### src/sv/hca_pkg.sv
// Shared types and constants of the hashed channel allocator.
`timescale 1ns / 1ps

package hca_pkg;

    // Fixed field widths of the request and response beats
    localparam int ID_W   = 64;
    localparam int CHAN_W = 4;
    localparam int CNT_W  = 5;
    localparam int STAT_W = 2;

    // Multiplicative hash: start slot comes from bits 36..32 of id * HASH_MULT
    localparam logic [31:0] HASH_MULT  = 32'd2654435769;
    localparam int          HASH_SHIFT = 32;

    localparam logic [CNT_W-1:0] COUNT_RESET = 5'd16;

    typedef enum logic [STAT_W-1:0] {
        ST_GRANTED  = 2'd0,
        ST_BUSY     = 2'd1,
        ST_RELEASED = 2'd2,
        ST_INVALID  = 2'd3
    } t_status;

    typedef enum logic {
        OP_ACQUIRE = 1'b0,
        OP_RELEASE = 1'b1
    } t_opcode;

    typedef enum logic [2:0] {
        S_IDLE,
        S_HASH,
        S_SEED,
        S_PROBE,
        S_FINISH
    } t_state;

    // Controller to datapath commands
    typedef struct packed {
        logic capture;
        logic release_ch;
        logic reject;
        logic seed;
        logic step;
        logic grant;
        logic give_up;
        logic load_out;
    } t_dp_cmd;

    // Datapath to controller status
    typedef struct packed {
        logic is_release;
        logic id_zero;
        logic chan_valid;
        logic slot_free;
        logic last_try;
        logic out_free;
    } t_dp_stat;

endpackage

### src/sv/hca_req_if.sv
// Request channel: valid/ready handshake with opcode, thread id and channel.
`timescale 1ns / 1ps

interface hca_req_if;
    import hca_pkg::*;

    logic              valid;
    logic              ready;
    logic              opcode;
    logic [ID_W-1:0]   thread_id;
    logic [CHAN_W-1:0] channel_in;

    modport source (output valid, output opcode, output thread_id, output channel_in,
                    input ready);
    modport sink   (input valid, input opcode, input thread_id, input channel_in,
                    output ready);
endinterface

### src/sv/hca_rsp_if.sv
// Response channel: valid/ready handshake with channel number and status.
`timescale 1ns / 1ps

interface hca_rsp_if;
    import hca_pkg::*;

    logic              valid;
    logic              ready;
    logic [CHAN_W-1:0] channel_out;
    logic [STAT_W-1:0] status;

    modport source (output valid, output channel_out, output status, input ready);
    modport sink   (input valid, input channel_out, input status, output ready);
endinterface

### src/sv/hca_ctrl.sv
// Controller state machine of the hashed channel allocator.
`timescale 1ns / 1ps

module hca_ctrl (
    input  logic              i_clk,
    input  logic              i_rst_n,
    input  logic              i_in_valid,
    output logic              o_in_ready,
    input  hca_pkg::t_dp_stat i_stat,
    output hca_pkg::t_dp_cmd  o_cmd
);
    import hca_pkg::*;

    t_state r_state;
    t_state n_state;

    // State register
    always_ff @(posedge i_clk) begin
        if (!i_rst_n) begin
            r_state <= S_IDLE;
        end else begin
            r_state <= n_state;
        end
    end

    // Next state
    always_comb begin
        n_state = r_state;
        case (r_state)
            S_IDLE: begin
                if (i_in_valid) n_state = S_HASH;
            end
            S_HASH: begin
                if (i_stat.is_release || i_stat.id_zero) n_state = S_FINISH;
                else n_state = S_SEED;
            end
            S_SEED: begin
                n_state = S_PROBE;
            end
            S_PROBE: begin
                if (i_stat.slot_free || i_stat.last_try) n_state = S_FINISH;
            end
            S_FINISH: begin
                if (i_stat.out_free) n_state = S_IDLE;
            end
            default: begin
                n_state = S_IDLE;
            end
        endcase
    end

    // Outputs
    always_comb begin
        o_cmd      = '0;
        o_in_ready = 1'b0;
        case (r_state)
            S_IDLE: begin
                o_in_ready  = 1'b1;
                o_cmd.capture = i_in_valid;
            end
            S_HASH: begin
                // Release and zero-id requests resolve without probing
                if (i_stat.is_release) begin
                    o_cmd.release_ch = i_stat.chan_valid;
                    o_cmd.reject     = !i_stat.chan_valid;
                end else begin
                    o_cmd.reject = i_stat.id_zero;
                end
            end
            S_SEED: begin
                o_cmd.seed = 1'b1;
            end
            S_PROBE: begin
                if (i_stat.slot_free) begin
                    o_cmd.grant = 1'b1;
                end else if (i_stat.last_try) begin
                    o_cmd.give_up = 1'b1;
                end else begin
                    o_cmd.step = 1'b1;
                end
            end
            S_FINISH: begin
                o_cmd.load_out = i_stat.out_free;
            end
            default: begin
                o_cmd = '0;
            end
        endcase
    end

endmodule

### src/sv/hca_dp.sv
// Datapath: request capture, hash, probe pointer, occupancy table, result register.
`timescale 1ns / 1ps

module hca_dp #(
    parameter int MAX_CHANNELS = 16
) (
    input  logic                       i_clk,
    input  logic                       i_rst_n,
    input  logic                       i_cfg_we,
    input  logic [hca_pkg::CNT_W-1:0]  i_cfg_wdata,
    input  logic                       i_opcode,
    input  logic [hca_pkg::ID_W-1:0]   i_thread_id,
    input  logic [hca_pkg::CHAN_W-1:0] i_channel_in,
    input  logic                       i_out_ready,
    output logic                       o_out_valid,
    output logic [hca_pkg::CHAN_W-1:0] o_channel_out,
    output logic [hca_pkg::STAT_W-1:0] o_status,
    input  hca_pkg::t_dp_cmd           i_cmd,
    output hca_pkg::t_dp_stat          o_stat
);
    import hca_pkg::*;

    localparam int LIM_W = CNT_W + 4;
    localparam logic [LIM_W-1:0] MAX_LIM = LIM_W'(MAX_CHANNELS);

    // Channel count register and captured request
    logic [CNT_W-1:0]  r_count;
    logic              r_opcode;
    logic [ID_W-1:0]   r_id;
    logic [CHAN_W-1:0] r_chan_in;

    // Hash partial products
    logic [2*32-1:0]    prod_lo;
    logic [2*CNT_W-1:0] prod_hi;
    logic [CNT_W-1:0]   r_hash_lo;
    logic [CNT_W-1:0]   r_hash_hi;
    logic [CNT_W-1:0]   hash;

    // Probe pointer and try counter
    logic [CNT_W-1:0]   r_slot;
    logic [CNT_W-1:0]   r_tries;
    logic [CNT_W:0]     slot_inc;
    logic [CNT_W-1:0]   slot_next;

    // Occupancy: an owner is never read back, so one busy flag per channel suffices
    logic [MAX_CHANNELS-1:0] r_busy;
    logic [MAX_CHANNELS-1:0] n_busy;
    logic                    slot_free;

    logic [CNT_W-1:0] eff;
    logic [CNT_W-1:0] mask;

    // Pending result and output beat
    logic [CHAN_W-1:0] r_res_chan;
    t_status           r_res_status;
    logic              r_out_valid;
    logic [CHAN_W-1:0] r_out_chan;
    t_status           r_out_status;

    // Effective count: zero reads as one, saturate at the table size
    always_comb begin
        if (r_count == '0) begin
            eff = CNT_W'(1);
        end else if ({4'b0, r_count} > MAX_LIM) begin
            eff = CNT_W'(MAX_CHANNELS);
        end else begin
            eff = r_count;
        end
        mask = eff - CNT_W'(1);
    end

    // Bits 36..32 of the product: low word times constant, plus the
    // low bits of the next id bits times the constant
    assign prod_lo = {32'b0, r_id[31:0]} * {32'b0, HASH_MULT};
    assign prod_hi = {{CNT_W{1'b0}}, r_id[HASH_SHIFT +: CNT_W]} *
                     {{CNT_W{1'b0}}, HASH_MULT[CNT_W-1:0]};
    assign hash    = r_hash_lo + r_hash_hi;

    // Advance with wrap at the effective count
    assign slot_inc  = {1'b0, r_slot} + (CNT_W+1)'(1);
    assign slot_next = (slot_inc >= {1'b0, eff}) ? '0 : slot_inc[CNT_W-1:0];

    // Look up the probed slot; slots beyond the table never count as free
    always_comb begin
        slot_free = 1'b0;
        for (int i = 0; i < MAX_CHANNELS; i++) begin
            if (int'(r_slot) == i) slot_free = !r_busy[i];
        end
    end

    // Claim on grant, clear on release
    always_comb begin
        n_busy = r_busy;
        for (int i = 0; i < MAX_CHANNELS; i++) begin
            if (i_cmd.grant && int'(r_slot) == i) n_busy[i] = 1'b1;
            if (i_cmd.release_ch && int'(r_chan_in) == i) n_busy[i] = 1'b0;
        end
    end

    // Status toward the controller
    always_comb begin
        o_stat            = '0;
        o_stat.is_release = (r_opcode == OP_RELEASE);
        o_stat.id_zero    = (r_id == '0);
        o_stat.chan_valid = ({1'b0, r_chan_in} < eff);
        o_stat.slot_free  = slot_free;
        o_stat.last_try   = (r_tries == mask);
        o_stat.out_free   = !r_out_valid || i_out_ready;
    end

    // Control state: count, occupancy, output valid
    always_ff @(posedge i_clk) begin
        if (!i_rst_n) begin
            r_count     <= COUNT_RESET;
            r_busy      <= '0;
            r_out_valid <= 1'b0;
        end else begin
            if (i_cfg_we) r_count <= i_cfg_wdata;
            r_busy <= n_busy;
            if (i_cmd.load_out) begin
                r_out_valid <= 1'b1;
            end else if (i_out_ready) begin
                r_out_valid <= 1'b0;
            end
        end
    end

    // Payload registers
    always_ff @(posedge i_clk) begin
        if (i_cmd.capture) begin
            r_opcode  <= i_opcode;
            r_id      <= i_thread_id;
            r_chan_in <= i_channel_in;
        end
        r_hash_lo <= prod_lo[HASH_SHIFT +: CNT_W];
        r_hash_hi <= prod_hi[CNT_W-1:0];
        if (i_cmd.seed) begin
            r_slot  <= hash & mask;
            r_tries <= '0;
        end else if (i_cmd.step) begin
            r_slot  <= slot_next;
            r_tries <= r_tries + CNT_W'(1);
        end
        if (i_cmd.release_ch) begin
            r_res_chan   <= r_chan_in;
            r_res_status <= ST_RELEASED;
        end else if (i_cmd.reject) begin
            r_res_chan   <= '0;
            r_res_status <= ST_INVALID;
        end else if (i_cmd.grant) begin
            r_res_chan   <= r_slot[CHAN_W-1:0];
            r_res_status <= ST_GRANTED;
        end else if (i_cmd.give_up) begin
            r_res_chan   <= '0;
            r_res_status <= ST_BUSY;
        end
        if (i_cmd.load_out) begin
            r_out_chan   <= r_res_chan;
            r_out_status <= r_res_status;
        end
    end

    assign o_out_valid   = r_out_valid;
    assign o_channel_out = r_out_chan;
    assign o_status      = r_out_status;

    // The probe pointer stays inside the channels in use
    a_slot_in_range: assert property (@(posedge i_clk) disable iff (!i_rst_n)
        (i_cmd.step || i_cmd.grant) |-> (r_slot < eff))
        else $error("probe slot outside the channel count");

    // A result never overwrites a beat that has not been taken
    a_load_safe: assert property (@(posedge i_clk) disable iff (!i_rst_n)
        i_cmd.load_out |-> (!r_out_valid || i_out_ready))
        else $error("output beat overwritten");

    // A grant records a granted result on the probed slot
    a_grant_result: assert property (@(posedge i_clk) disable iff (!i_rst_n)
        i_cmd.grant |=> (r_res_status == ST_GRANTED &&
                         r_res_chan == $past(r_slot[CHAN_W-1:0])))
        else $error("grant result mismatch");

endmodule

### src/sv/hashed_channel_allocator.sv
// Top level of the hashed channel allocator: controller plus datapath.
`timescale 1ns / 1ps
//
// Hands out channels from a table of MAX_CHANNELS by thread id.
// i_req carries one request beat: opcode (acquire or release), a 64-bit
// thread id and, for release, a channel number. o_rsp returns one beat per
// request: the channel and a status (granted, busy, released, invalid).
// i_cfg_we / i_cfg_wdata write the channel count; write it only while idle.
// An acquire hashes the id (id * 2654435769, bits 36..32, masked to the
// count) and probes one slot per clock, wrapping at the count, until a
// free slot is found or every slot has been tried.
// An acquire passes the hash, seed and probe states and probes from one slot
// up to the count; a release or an invalid request goes from the hash state
// straight to the finish state. One request is in flight at a time; the probe
// loop sets the rate at which acquires are served.
// Reset (synchronous, active low) frees every channel, sets the count to 16
// and empties the output register. The response sits in an output register,
// so the next request is taken while it waits; a stalled receiver holds the
// beat and keeps the following result, and any later request, waiting.
//
module hashed_channel_allocator #(
    parameter int MAX_CHANNELS = 16
) (
    input  logic                      i_clk,
    input  logic                      i_rst_n,
    input  logic                      i_cfg_we,
    input  logic [hca_pkg::CNT_W-1:0] i_cfg_wdata,
    hca_req_if.sink                   i_req,
    hca_rsp_if.source                 o_rsp
);
    import hca_pkg::*;

    t_dp_cmd  cmd;
    t_dp_stat stat;
    logic     in_ready;

    hca_ctrl u_ctrl (
        .i_clk      (i_clk),
        .i_rst_n    (i_rst_n),
        .i_in_valid (i_req.valid),
        .o_in_ready (in_ready),
        .i_stat     (stat),
        .o_cmd      (cmd)
    );

    hca_dp #(
        .MAX_CHANNELS (MAX_CHANNELS)
    ) u_dp (
        .i_clk         (i_clk),
        .i_rst_n       (i_rst_n),
        .i_cfg_we      (i_cfg_we),
        .i_cfg_wdata   (i_cfg_wdata),
        .i_opcode      (i_req.opcode),
        .i_thread_id   (i_req.thread_id),
        .i_channel_in  (i_req.channel_in),
        .i_out_ready   (o_rsp.ready),
        .o_out_valid   (o_rsp.valid),
        .o_channel_out (o_rsp.channel_out),
        .o_status      (o_rsp.status),
        .i_cmd         (cmd),
        .o_stat        (stat)
    );

    assign i_req.ready = in_ready;

endmodule
### src/flat_wrapper.sv
// flat-port wrapper written by rule: the top's interface ports become plain ports
module hashed_channel_allocator_flat import hca_pkg::*;
#(
    parameter int MAX_CHANNELS = 16
)
  (i_clk, i_rst_n, i_cfg_we, i_cfg_wdata, i_req_valid, i_req_opcode, i_req_thread_id, i_req_channel_in, i_req_ready, o_rsp_valid, o_rsp_channel_out, o_rsp_status, o_rsp_ready);
  hca_req_if i_req_i ();
  hca_rsp_if o_rsp_i ();
  input  logic i_clk;
  input  logic i_rst_n;
  input  logic i_cfg_we;
  input  logic [hca_pkg::CNT_W-1:0] i_cfg_wdata;
  input wire logic [$bits(i_req_i.valid)-1:0] i_req_valid;
  input wire logic [$bits(i_req_i.opcode)-1:0] i_req_opcode;
  input wire logic [$bits(i_req_i.thread_id)-1:0] i_req_thread_id;
  input wire logic [$bits(i_req_i.channel_in)-1:0] i_req_channel_in;
  output wire logic [$bits(i_req_i.ready)-1:0] i_req_ready;
  output wire logic [$bits(o_rsp_i.valid)-1:0] o_rsp_valid;
  output wire logic [$bits(o_rsp_i.channel_out)-1:0] o_rsp_channel_out;
  output wire logic [$bits(o_rsp_i.status)-1:0] o_rsp_status;
  input wire logic [$bits(o_rsp_i.ready)-1:0] o_rsp_ready;
  assign i_req_i.valid = i_req_valid;
  assign i_req_i.opcode = i_req_opcode;
  assign i_req_i.thread_id = i_req_thread_id;
  assign i_req_i.channel_in = i_req_channel_in;
  assign i_req_ready = i_req_i.ready;
  assign o_rsp_valid = o_rsp_i.valid;
  assign o_rsp_channel_out = o_rsp_i.channel_out;
  assign o_rsp_status = o_rsp_i.status;
  assign o_rsp_i.ready = o_rsp_ready;
  hashed_channel_allocator #(.MAX_CHANNELS(MAX_CHANNELS)) u_core (.i_clk(i_clk), .i_rst_n(i_rst_n), .i_cfg_we(i_cfg_we), .i_cfg_wdata(i_cfg_wdata), .i_req(i_req_i), .o_rsp(o_rsp_i));
endmodule
### config.mk
export PLATFORM = sky130hd
export DESIGN_NAME = hashed_channel_allocator_flat
export DESIGN_NICKNAME = d
export VERILOG_FILES = /design/src/sv/hca_pkg.sv /design/src/sv/hca_req_if.sv /design/src/sv/hca_rsp_if.sv /design/src/sv/hca_ctrl.sv /design/src/sv/hca_dp.sv /design/src/sv/hashed_channel_allocator.sv /design/src/flat_wrapper.sv
export SDC_FILE = /design/constraint.sdc
export NUM_CORES = 1
export LEC_CHECK = 0
export BUFFER_PORTS_ARGS = -buffer_cell sky130_fd_sc_hd__buf_4
export CORE_MARGIN = 5
export CORE_UTILIZATION = 55
export DETAILED_ROUTE_END_ITERATION = 12
export MAX_ROUTING_LAYER = met4
export PLACE_DENSITY = 0.85
export SYNTH_ARGS = -nofsm -noshare
export SYNTH_HDL_FRONTEND = slang
export SYNTH_SLANG_ARGS = --single-unit
export TNS_END_PERCENT = 10
### constraint.sdc
create_clock -name i_clk -period 10.35 [get_ports i_clk]
set_clock_uncertainty 0.2 [all_clocks]
set_input_delay 2.07 -clock i_clk [delete_from_list [all_inputs] [get_ports i_clk]]
set_output_delay 2.07 -clock i_clk [all_outputs]
set_load 0.02 [all_outputs]
==> flow_summary.yaml, run 1 <==
outcome:
  status: "complete, no violations"
sta:
  slew_violations: 0
  fin_crit_sh_pct: 78.1
  tightest_slew_ps: 972
  rsz0062_at_grt: "no"
  hold_viol_final: 0
  period_needed_ps: 8090
  timing.fmax_ghz: 0.124
  tns_ps: 0
  setup_violations: 0
  slew-limit-headroom_pct: 35.2
worst_setup_path:
  worstSetupStartpoint: "u_core.u_dp.r_id[17]"
  r2r_slack_ps: 2260
  reg2reg_from: "u_core.u_dp.r_id[17]"
  cp.required_ps: 10490
  start_kind: "register"
  crit_end: "u_core.u_dp.r_hash_lo[4]"
  crit_arrival_ps: 8220
  cp_max_fo: 7
  worstSetupPathType: "reg -> reg"
  worst_setup_path_end_kind: "register"
  rr_endpoint: "u_core.u_dp.r_hash_lo[4]"
  rr_worst_depth: 20
min_path:
  hp-class: "reg -> reg"
  hp-start: "u_core.u_dp.r_id[34]"
drt:
  wl_per_cell_um: 21.5
  via_per_inst: 5.46
  drt_iter0_drc: 741
  num_vias: 10700
  drcViolationCount: 0
  drtAntennaViolNets: 0
  firstDrtPassIters: 5
  wirelength_um: 42400
floorplan:
  fp-row-count: 64
  num_io_pins: 87
  die_h_um: 185
  initial_core_util_pct: 55.5
  die_width_um: 185
  core_area_um2: 30400
  die-area_um2: 34300
cts:
  cts_made_buffers: 17
  ctsResizeCount: 0
  ctsHoldBuffers: 0
  h-tree-depth: 4
  clk_path_buf_depth: 2
  cts_sinks: 126
  cts_tree: "built"
  cts_setup_buffers: 0
  clock_latency_ps: 430
  clk_pin_slew_ps: 60
  cts_root_buf: "clkbuf_16"
final_layout:
  fin_area_um2: 18600
  syn_to_final_growth_pct: 10.0
  postLayoutCoreUtil_pct: 61.0
  drive_gt1_share_pct: 8.14
  diodes: 0
  nNetsFinal: 2224
  fillerInstances: 2418
synthesis:
  synth-main-ff-cell: "edfxtp_1"
  synth_cell_types: 69
  syn_nets: 2134
  synthArstFlopShare_pct: 0
  netlist.area_leader.share_pct: 36.7
  synthCells: 1470
  synth_top_area_cell: "fa_1"
  synth.area.top_cells: "fa_1 37%, ha_1 20%, edfxtp_1 15%, inv_1 9.7%, dfxtp_1 5.0%"
  synthesis.area_um2: 16900
  synth_edf_count: 84
  ys_warn_count: 0
  synth.yosys.seq_area_share_pct: 19.9
  ys_ff_latch: 126
  syn_area_per_cell_um2: 11.5
grt:
  grt.total_usage_pct: 27.0
  grt_overflow: 0
  grt_pass1_wl_um: 66700
  grt_pass1_vias: 11900
  antenna_found_initial: 0
  grt_max_degree: 70
place:
  portBuffers: 86
  hpwlAfterDp_um: 36700
  place_area_um2: 18000
  gp_congestion: 1.06
flow_run:
  drv_cap: 0
-- synth_stat cells, types with 9 or more instances --
master    number
edfxtp_1      84
ha_1         276
xnor2_1       45
mux2i_1       10
inv_1        436
nor2b_1       12
a41o_1         9
dfxtp_1       42
a21oi_1       19
nor2_1        26
clkbuf_1      14
nand2_1       29
fa_1         309
o21ai_0       12
nor3_1        11
-- state kept, by name, indices dropped and copies added (netlist names), 5 cells and up --
register and cells:
u_core.u_dp.r_busy 16, u_core.u_dp.r_count 5, u_core.u_dp.r_hash_hi 5, u_core.u_dp.r_hash_lo 5, u_core.u_dp.r_id 64, u_core.u_dp.r_slot 5
u_core.u_dp.r_tries 5
-- cells in the final DEF (no fill, tap or decap), types with 6 or more instances in the layout --
cell type,n
inv_1,436
fa_1,309
ha_1,276
buf_4,87
edfxtp_1,84
xnor2_1,45
dfxtp_1,42
nand2_1,29
nor2_1,26
a21oi_1,19
clkbuf_16,17
nor2b_1,12
o21ai_0,12
nor3_1,11
mux2i_1,10
a41o_1,9
nand4_1,8
xor2_1,7
a21o_1,7
nor4_1,7
a211oi_1,6
a41oi_1,6
o311a_1,6
-- worst max-delay path, cell delays in order (launching register included) --
cell and delay (ps):
edfxtp_1 680, inv_1 280, fa_1 540, fa_1 510, inv_1 60, fa_1 500, fa_1 510, inv_1 50
fa_1 480, fa_1 490, inv_1 50, fa_1 490, fa_1 420, ha_1 320, nand4_1 140, or2_2 370
or4_1 540, o31ai_1 660, o41ai_1 280, o21ai_0 260, xnor2_1 160
-- cells by family after synthesis --
logic type	count (synthesis)	synth area share (%)
AND/OR/NAND/NOR	135	4.40
adder cells (fa/ha/maj)	585	57.1
buffers and inverters	453	10.1
multiplexers	11	0.727
AO/OA/AOI/OAI	108	5.03
flip-flops	126	19.9
XOR/XNOR	52	2.70
-- cell type report --
| class | count | area, um2 | share of cell area [%] |
|---|---|---|---|
| sequential | 126 | 3360 | 18.1 |
| clock buffer | 19 | 433 | 2.33 |
| multi-input combinational | 891 | 11800 | 63.6 |
| tap | 396 | 495 | 2.67 |
| clock inverter | 12 | 169 | 0.910 |
| timing repair buffer | 87 | 653 | 3.52 |
| inverter | 437 | 1640 | 8.83 |
-- worst min path at each step --
stage                                           to  slack (ps)  cells past startpoint
after global placement    u_core.u_dp.r_hash_hi[2]         160                      0
after detailed placement  u_core.u_dp.r_hash_hi[2]         170                      0
after CTS                 u_core.u_dp.r_hash_hi[2]         180                      0
after floorplan           u_core.u_dp.r_hash_hi[2]         140                      0
final                     u_core.u_dp.r_hash_hi[2]         180                      0
after global routing      u_core.u_dp.r_hash_hi[2]         200                      0
-- stage by stage --
step | cells | worst slack (ps) | hold slack (ps)
finish | 1968 | 2260 | 182
global route | 1968 | 2000 | 202
CTS | 1968 | 2280 | 182
detailed placement | 1937 | 2320 | 169
global placement | 1937 | 2350 | 163
floorplan | 1470 | 3340 | 140
-- per-layer routing --
metal | vias up | share of wire, % | track usage (%)
li1 | 4820 | - | -
met1 | 5409 | 40 | 34.7
met2 | 433 | 48 | 43.0
met3 | 87 | 8.3 | 6.03
met4 | 0 | 3.6 | 8.78
met5 | - | 0 | -
Power of run 1 is not shown: default switching activity piles up to over one toggle a cycle in this logic, so the estimate is an artifact.
==> run 2: changes to the inputs <==
- PLACE_DENSITY: 0.85 -> 0.88
- clock period: 10.35 -> 6.7 ns (I/O delays scaled with it)
==> run 2 against run 1 <==
The run now ends with setup timing left; hold slack got worse by 9.9 ps; sequential cell count unchanged; critical endpoint is now u_core.u_dp.r_hash_lo[1]; count of clock-buffer cells in the layout fell by 1; design area rose by 4.1%; non-clock buffer count grew 88; utilization grew 2.5 points.
==> flow_summary.yaml, run 2 (same netlist as run 1, synthesis figures left out) <==
outcome:
  status: "finished, violations left"
  violations: "setup timing"
worst_setup_path:
  worstSetupStartpoint: "u_core.u_dp.r_id[18]"
  crit_arrival_ps: 6950
  r2r_slack_ps: -130
  worstSetupPathType: "reg -> reg"
  start_kind: "register"
  crit_end: "u_core.u_dp.r_hash_lo[1]"
  cp_max_fo: 4
  reg2reg_from: "u_core.u_dp.r_id[18]"
  rr_endpoint: "u_core.u_dp.r_hash_lo[1]"
  cp.required_ps: 6820
  rr_worst_depth: 23
  worst_setup_path_end_kind: "register"
final_layout:
  nNetsFinal: 2312
  seqCellArea_um2: 3360
  fillerInstances: 2336
  syn_to_final_growth_pct: 14.5
  drive_gt1_share_pct: 14.1
  mostFrequentLayoutCells: "428 x inv_1, 309 x fa_1, 275 x ha_1"
  diodes: 0
  multi_input_area_um2: 11900
  fin_area_um2: 19300
  largest-register: "u_core.u_dp.r_id"
  largest_reg_flops: 64
  layout_commonest_cell: "inv_1"
  reg_top3: "u_core.u_dp.r_id: 64 flops, u_core.u_dp.r_busy: 16 flops"
  instances_no_fill: 2057
grt:
  grt_max_degree: 70
  antenna_found_initial: 0
  grt_overflow: 0
  grt.total_usage_pct: 27.1
  grt_pass1_vias: 12300
  grt_pass1_wl_um: 67400
place:
  placedCellCount: 2018
  hpwlAfterDp_um: 37400
  portBuffers: 86
  place_area_um2: 18600
  gp_congestion: 1.07
cts:
  clk_pin_slew_ps: 70
  cts_tree: "built"
  h-tree-depth: 4
  cts_made_buffers: 17
  clk_path_buf_depth: 2
  cts_root_buf: "clkbuf_16"
  clock_latency_ps: 440
  cts_sinks: 126
drt:
  wl_met3_um: 2650
  drcViolationCount: 0
  top_layer: "met4"
  num_vias: 11100
  firstDrtPassIters: 5
  via_per_inst: 5.38
  route.met2.wl_um: 20800
  wirelength_um: 42900
  drt_iter0_drc: 638
  drtAntennaViolNets: 0
  wl_per_cell_um: 20.8
  wl_met1_um: 17500
floorplan:
  die_width_um: 185
  die-area_um2: 34300
  fp-row-count: 64
  core_area_um2: 30400
  die_h_um: 185
  initial_core_util_pct: 55.5
  num_io_pins: 87
sta:
  tightest_slew_ps: 1060
  period_needed_ps: 6830
  layout_setup_ws_ps: -132
  slew-limit-headroom_pct: 29.6
  fin_crit_sh_pct: 102
  timing.fmax_ghz: 0.146
  slew_violations: 0
  holdWs_ps: 172
  setup_violations: 5
  hold_viol_final: 0
  rsz0062_at_grt: "yes"
min_path:
  hp-class: "reg -> reg"
flow_run:
  drv_cap: 0
-- run 2: cell count changes in the layout (fill, tap and decap cells not counted), sizes merged --
cell and change:
clkinv +1, buf +88, clkbuf -1, clkinvlp -2, bufinv -1, inv +4
-- run 2: worst min path at each step --
| stage | start | endpoint | slack, ps | cells past startpoint |
|---|---|---|---|---|
| after CTS | u_core.u_dp.r_id[34] | u_core.u_dp.r_hash_hi[2] | 180 | 0 |
| after global routing | u_core.u_dp.r_id[34] | u_core.u_dp.r_hash_hi[2] | 180 | 0 |
| after detailed placement | u_core.u_dp.r_id[34] | u_core.u_dp.r_hash_hi[2] | 160 | 0 |
| after floorplan | u_core.u_dp.r_id[34] | u_core.u_dp.r_hash_hi[2] | 140 | 0 |
| final | u_core.u_dp.r_id[34] | u_core.u_dp.r_hash_hi[2] | 170 | 0 |
| after global placement | u_core.u_dp.r_id[34] | u_core.u_dp.r_hash_hi[2] | 150 | 0 |
-- run 2: what timing repair did --
action                     in CTS  in global routing
hold buffers                    0                  0
gates resized for setup         4                  8
buffers inserted                2                  5
setup endpoints to repair       5                  5
cloned                          0                  0
pin swaps                      19                 10
-- run 2: stage by stage --
stage	TNS [ps]	setup WS, ps	util, %
2_1_floorplan	-102	-55.0	-
3_3_place_gp	-382	-115	61.3
3_5_place_dp	-836	-203	61.3
4_1_cts	-519	-149	63.3
5_1_grt	-1630	-389	63.5
6_report	-416	-132	63.5
-- run 2: routing by layer --
| layer | track usage [%] | up-vias |
|---|---|---|
| met4 | 10.9 | 0 |
| met3 | 5.42 | 90 |
| met2 | 43.3 | 359 |
| li1 | - | 5015 |
| met5 | - | - |
| met1 | 34.3 | 5606 |
-- run 2: layout make-up --
| cell class | instances | area share, % |
|---|---|---|
| tap | 396 | 2.56 |
| inverter | 437 | 8.49 |
| clock inverter | 14 | 0.939 |
| sequential | 126 | 17.4 |
| timing repair buffer | 175 | 6.99 |
| multi-input combinational | 891 | 61.4 |
| clock buffer | 18 | 2.22 |
-- run 2: critical path: stages, from the launching register on --
cell	delay, ps
edfxtp_1	480
fa_1	530
inv_1	50
fa_1	480
inv_1	50
fa_1	470
inv_1	50
fa_1	490
inv_2	40
fa_1	500
inv_1	50
fa_1	490
inv_2	40
fa_1	450
fa_1	520
ha_4	290
nand4_1	90
or2_4	260
or4_4	430
o31ai_4	270
buf_4	160
o21a_1	130
nor2_1	60
xnor2_1	130
Power of run 2 is left out for the same reason.
